## config.mk

```make
export PLATFORM = sky130hd
export DESIGN_NAME = mf3_median
export DESIGN_NICKNAME = d
export VERILOG_FILES = /design/src/sv/mf3_pkg.sv /design/src/sv/mf3_median.sv
export SDC_FILE = /design/constraint.sdc
export NUM_CORES = 2
export LEC_CHECK = 0
export ABC_AREA = 1
export BUFFER_PORTS_ARGS = -buffer_cell sky130_fd_sc_hd__buf_4
export CAP_MARGIN = 25
export CELL_PAD_IN_SITES_DETAIL_PLACEMENT = 2
export CELL_PAD_IN_SITES_GLOBAL_PLACEMENT = 2
export CORE_MARGIN = 10
export CORE_UTILIZATION = 32
export DETAILED_ROUTE_END_ITERATION = 10
export PLACE_DENSITY = 0.89
export SKIP_CTS_REPAIR_TIMING = 1
export SYNTH_ARGS = -nofsm -noshare
export SYNTH_HDL_FRONTEND = slang
export SYNTH_SLANG_ARGS = --single-unit
```

## constraint.sdc

```tcl
create_clock -name clk_i -period 7.1 [get_ports clk_i]
set_input_delay 1.42 -clock clk_i [delete_from_list [all_inputs] [get_ports clk_i]]
set_output_delay 1.42 -clock clk_i [all_outputs]
set_load 0.01 [all_outputs]
```

## src/sv/mf3_pkg.sv

```systemverilog
// Shared types, constants and compare functions for the 3x3 median filter.
// Used by mf3_window, mf3_median and median_filter_3x3; depends on nothing.
package mf3_pkg;

  localparam int unsigned MAX_WIDTH_DEFAULT    = 2048;
  localparam int unsigned MAX_CHANNELS_DEFAULT = 4;
  localparam int unsigned SAMPLE_W             = 8;
  localparam int unsigned TAP_COUNT            = 9;

  // Row limit is fixed by the 11-bit row coordinate
  localparam logic [11:0] ROW_LIMIT            = 12'd2048;
  localparam logic [11:0] MIN_SIDE             = 12'd3;

  localparam logic [11:0] WIDTH_RESET          = 12'd640;
  localparam logic [11:0] HEIGHT_RESET         = 12'd480;
  localparam logic [2:0]  CHANNELS_RESET       = 3'd3;
  localparam logic [2:0]  MARGIN_RESET         = 3'd3;

  typedef enum logic [1:0] {
    REG_IMAGE_WIDTH   = 2'd0,
    REG_IMAGE_HEIGHT  = 2'd1,
    REG_CHANNEL_COUNT = 2'd2,
    REG_BORDER_MARGIN = 2'd3
  } cfg_reg_e;

  typedef struct packed {
    logic [11:0] image_width;
    logic [11:0] image_height;
    logic [2:0]  channel_count;
    logic [2:0]  border_margin;
  } cfg_t;

  // Per-result side information carried along the median pipeline
  typedef struct packed {
    logic [10:0] center_x;
    logic [10:0] center_y;
    logic        border;
    logic [2:0]  nch;
  } meta_t;

  typedef struct packed {
    logic [7:0] hi;
    logic [7:0] md;
    logic [7:0] lo;
  } trio_t;

  function automatic logic [7:0] min8(input logic [7:0] a, input logic [7:0] b);
    return (a < b) ? a : b;
  endfunction

  function automatic logic [7:0] max8(input logic [7:0] a, input logic [7:0] b);
    return (a < b) ? b : a;
  endfunction

  function automatic trio_t sort3(input logic [7:0] a, input logic [7:0] b,
                                  input logic [7:0] c);
    logic [7:0] x1;
    logic [7:0] y1;
    logic [7:0] t;
    trio_t      r;
    x1   = min8(a, b);
    y1   = max8(a, b);
    r.lo = min8(x1, c);
    t    = max8(x1, c);
    r.md = min8(y1, t);
    r.hi = max8(y1, t);
    return r;
  endfunction

  function automatic logic [7:0] med3(input logic [7:0] a, input logic [7:0] b,
                                      input logic [7:0] c);
    return max8(min8(a, b), min8(max8(a, b), c));
  endfunction

endpackage

```

## src/sv/mf3_median.sv

```systemverilog
// Three-stage median-of-nine per channel: sort row triples, combine, final
// median with border and channel zeroing. Depends on mf3_pkg.
module mf3_median #(
  parameter int unsigned MAX_CHANNELS = mf3_pkg::MAX_CHANNELS_DEFAULT
) (
  input  logic                           clk_i,
  input  logic                           rst_ni,
  input  logic                           in_valid_i,
  output logic                           in_ready_o,
  input  logic [8:0][8*MAX_CHANNELS-1:0] taps_i,
  input  mf3_pkg::meta_t                 meta_i,
  output logic                           out_valid_o,
  input  logic                           out_ready_i,
  output mf3_pkg::meta_t                 meta_o,
  output logic [3:0][7:0]                med_o
);

  logic va_q, vb_q, vc_q;
  logic ready_a, ready_b, ready_c;

  mf3_pkg::trio_t [MAX_CHANNELS-1:0][2:0] tri_d, tri_q;
  mf3_pkg::trio_t [MAX_CHANNELS-1:0]      cmb_d, cmb_q;
  logic [3:0][7:0]                        med_d, med_q;
  mf3_pkg::meta_t                         meta_a_q, meta_b_q, meta_c_q;

  assign ready_c    = !vc_q || out_ready_i;
  assign ready_b    = !vb_q || ready_c;
  assign ready_a    = !va_q || ready_b;
  assign in_ready_o = ready_a;

  always_comb begin
    for (int k = 0; k < MAX_CHANNELS; k++) begin
      for (int r = 0; r < 3; r++) begin
        tri_d[k][r] = mf3_pkg::sort3(taps_i[3*r][8*k +: 8], taps_i[3*r+1][8*k +: 8],
                                     taps_i[3*r+2][8*k +: 8]);
      end
    end
  end

  // Median of nine = median of (max of row minima, median of row medians,
  // min of row maxima)
  always_comb begin
    for (int k = 0; k < MAX_CHANNELS; k++) begin
      cmb_d[k].lo = mf3_pkg::max8(mf3_pkg::max8(tri_q[k][0].lo, tri_q[k][1].lo),
                                  tri_q[k][2].lo);
      cmb_d[k].md = mf3_pkg::med3(tri_q[k][0].md, tri_q[k][1].md, tri_q[k][2].md);
      cmb_d[k].hi = mf3_pkg::min8(mf3_pkg::min8(tri_q[k][0].hi, tri_q[k][1].hi),
                                  tri_q[k][2].hi);
    end
  end

  always_comb begin
    med_d = '0;
    for (int k = 0; k < MAX_CHANNELS; k++) begin
      if (!meta_b_q.border && (3'(k) < meta_b_q.nch)) begin
        med_d[k] = mf3_pkg::med3(cmb_q[k].lo, cmb_q[k].md, cmb_q[k].hi);
      end
    end
  end

  always_ff @(posedge clk_i or negedge rst_ni) begin
    if (!rst_ni) begin
      va_q <= 1'b0;
      vb_q <= 1'b0;
      vc_q <= 1'b0;
    end else begin
      if (ready_a) begin
        va_q <= in_valid_i;
      end
      if (ready_b) begin
        vb_q <= va_q;
      end
      if (ready_c) begin
        vc_q <= vb_q;
      end
    end
  end

  always_ff @(posedge clk_i) begin
    if (ready_a && in_valid_i) begin
      tri_q    <= tri_d;
      meta_a_q <= meta_i;
    end
    if (ready_b && va_q) begin
      cmb_q    <= cmb_d;
      meta_b_q <= meta_a_q;
    end
    if (ready_c && vb_q) begin
      med_q    <= med_d;
      meta_c_q <= meta_b_q;
    end
  end

  assign out_valid_o = vc_q;
  assign meta_o      = meta_c_q;
  assign med_o       = med_q;

endmodule

```

==> results.json <==
{
  "status": "completed",
  "yosysWarnings": 0,
  "wl_per_cell_um": 21.05,
  "holdCritPathClass": "reg -> reg",
  "final_common_cell": "nand2_1",
  "vdd_drop_max_uv": 340.9,
  "final_util_pct": 37.54,
  "root_buffer": "clkbuf_16",
  "drtIter0Drc": 1727,
  "yosysSeqAreaShare_pct": 37.11,
  "grt_max_degree": 146,
  "overflow": 0,
  "crit_slowest_cell": "a211oi_2",
  "die_h_um": 374.4,
  "hpwl_mm": 120.4,
  "core-area_um2": 124300,
  "synth_xor_area_share_pct": 0,
  "grt_use_met1_pct": 24.83,
  "multi_input_area_um2": 21650,
  "synthMuxAreaShare_pct": 0,
  "htreeDepth": 2,
  "fin_skew_ns": 0.01869,
  "top_usage_layer": "met2",
  "grt_pass1_vias": 41870,
  "regToRegSetupSlack_ns": 1.26,
  "regArea_um2": 14910,
  "timing.fmax_mhz": 168.5,
  "finalHoldViolCount": 0,
  "vias": 37440,
  "yosys.area_share.adder_pct": 16.57,
  "endpoint_kind": "flip-flop",
  "critPathTopFamily": "compound AO/OA/AOI/OAI gates",
  "clkTransAtPathRegs_ns": 0.07,
  "syn_inst": 5235,
  "initial_core_util_pct": 32.33,
  "critPathMaxFanout": 31,
  "cp-start-kind": "input pin",
  "synth_area_per_cell_um2": 7.675,
  "final_cell_mix": "nand2_1, inv_1, o21ai_0, ha_1, edfxtp_1",
  "antenna_found_initial": 11,
  "cpMostUsedCell": "nand2_1",
  "slew_violations": 0,
  "routabilityCongestion": 0.8408,
  "synth_cell_types": 28,
  "io_buffers": 377,
  "leakagePower_nw": 23.10,
  "synth-seq-cells": 497,
  "fin_crit_sh_pct": 83.57,
  "clockBufferDepth": 3,
  "drive_above_1_share_pct": 11.28,
  "die_w_um": 374.4,
  "critical_path.max_stage_delay_ns": 0.66,
  "met2_usage_pct": 38.37,
  "powerDensity_nw_per_um2": 495.3,
  "layout.nets": 6404,
  "arrival_ns": 6.36,
  "boundaryPins": 378,
  "drtPass1Iterations": 5,
  "synth_top_family_by_area": "simple AND/OR/NAND/NOR gates",
  "n_fill_cell": 14370,
  "grt_pass1_wl_mm": 236.5,
  "clock_latency_ns": 0.68,
  "syn-num-nets": 6085,
  "syn_area_um2": 40180,
  "worstPathBufferInverterCount": 3,
  "syn2layout_area_growth_pct": 16.13,
  "cts.sinks": 497,
  "cp_data_required_time_ns": 7.53,
  "yosys.area_share.simple_pct": 23.82,
  "finalSetupViolCount": 0,
  "relSlewSlack_pct": 26.73,
  "drc_errors": 0,
  "antenna_left": 0,
  "numCtsBuffers": 61,
  "via_per_inst": 5.170,
  "worst_slew_pin_slew_ns": 1.099,
  "grtUsageMet3_pct": 3.288,
  "finalSetupTns_ns": 0,
  "rsz0062_at_grt": "no",
  "synth_compound_area_share_pct": 13.48,
  "dieArea_um2": 140100,
  "fin_crit_ns": 5.934,
  "path_class": "in -> reg",
  "num_rows": 129,
  "grt_usage_pct": 20.87,
  "cts_tree": "built",
  "wl_mm": 152.5,
  "maxCapViolations": 0
}
kinds of logic after synthesis:
logic type,count (synthesis)
buffers and inverters,900
flip-flops,497
adder cells (fa/ha/maj),532
AO/OA/AOI/OAI,1012
AND/OR/NAND/NOR,2294
flip-flops by register name, indices dropped and copies added (netlist names):
name / count
cmb_q: 96
med_o: 32
meta_a_q: 26
meta_b_q: 26
meta_o: 26
out_valid_o: 1
tri_q: 288
va_q: 1
vb_q: 1
synth_stat cells:
master,n,share of area (%)
nand2_1,1542,14
inv_1,736,6.9
o21ai_0,539,6.7
ha_1,532,17
edfxtp_1,494,37
a21oi_1,362,4.5
nand3_1,316,3.9
nor2_1,281,2.6
buf_2,68,0.85
nand2_2,67,1.0
clkbuf_1,55,0.51
a211oi_1,32,0.60
nand2_4,28,0.78
nand3b_1,28,0.52
o21a_1,20,0.37
a21boi_1,16,0.30
and2_1,16,0.25
buf_6,16,0.45
nand4_1,16,0.25
o21bai_1,16,0.30
a211oi_2,12,0.37
buf_4,12,0.22
inv_2,12,0.11
o211ai_1,9,0.17
o211ai_2,4,0.12
dfrtp_1,3,0.19
o21ai_1,2,0.025
buf_1,1,0.0093
through the flow:
step	power, mW	cell area (um^2)	setup WS [ns]	cells	hold slack, ns
floorplan	14.83	40180	0.1166	5235	0.4003
global placement	17.82	44490	0.9223	7124	0.4014
detailed placement	19.37	44490	0.5918	7124	0.4062
CTS	23.24	46630	0.9257	7237	0.4201
global route	25.38	46660	0.6695	7241	0.4256
finish	23.11	46660	1.166	7242	0.4193
worst reg2reg max path: stages (launching register included):
cell,delay (ns)
edfxtp_1,0.44
inv_1,0.14
ha_1,0.25
a21boi_1,0.13
o21bai_1,0.14
nand2_1,0.08
nand2_1,0.09
nand2_1,0.49
o21ai_0,0.71
ha_1,0.37
a21oi_1,0.14
nor2_1,0.06
a211oi_1,0.29
nand2_1,0.36
inv_1,0.16
nand2_1,0.07
o21ai_0,0.17
inv_1,0.09
ha_1,0.31
a21oi_1,0.14
nor2_1,0.06
a211oi_1,0.29
buf_2,0.27
nand2_2,0.15
nand2_1,0.10
nand2_1,0.07
cell type report:
type | instances | area share [%]
diodes | 1 | 0.005363
clock buffers | 70 | 3.435
clock inverters | 43 | 1.153
inverters | 748 | 6.036
multi-input cells | 3838 | 46.41
flip-flops and latches | 497 | 31.95
well taps | 1637 | 4.390
repair buffers | 408 | 6.621
metal layers:
layer	up-vias	wire, um
met2	649	76740
met4	12	4165
li1	18050	-
met5	-	84
met3	223	5795
met1	18510	65700
power by group:
group / internal (mW) / switching (mW)
clock: 2.05 / 1.43
combinational: 4.66 / 9.58
sequential: 4.80 / 0.583
total: 11.5 / 11.6
path summary, 6_finish.rpt:
kind                              start     endpoint  depth (start not counted)
setup / recovery             taps_i[57]   tri_q[233]                         25
hold / removal             meta_b_q[15]   meta_o[15]                          0
setup reg to reg              tri_q[33]     cmb_q[8]                         25
hold reg to reg            meta_b_q[15]   meta_o[15]                          0
max in group asynchronous        rst_ni         va_q                          1
min in group asynchronous        rst_ni  out_valid_o                          1
(Power assumes the default switching activity.)
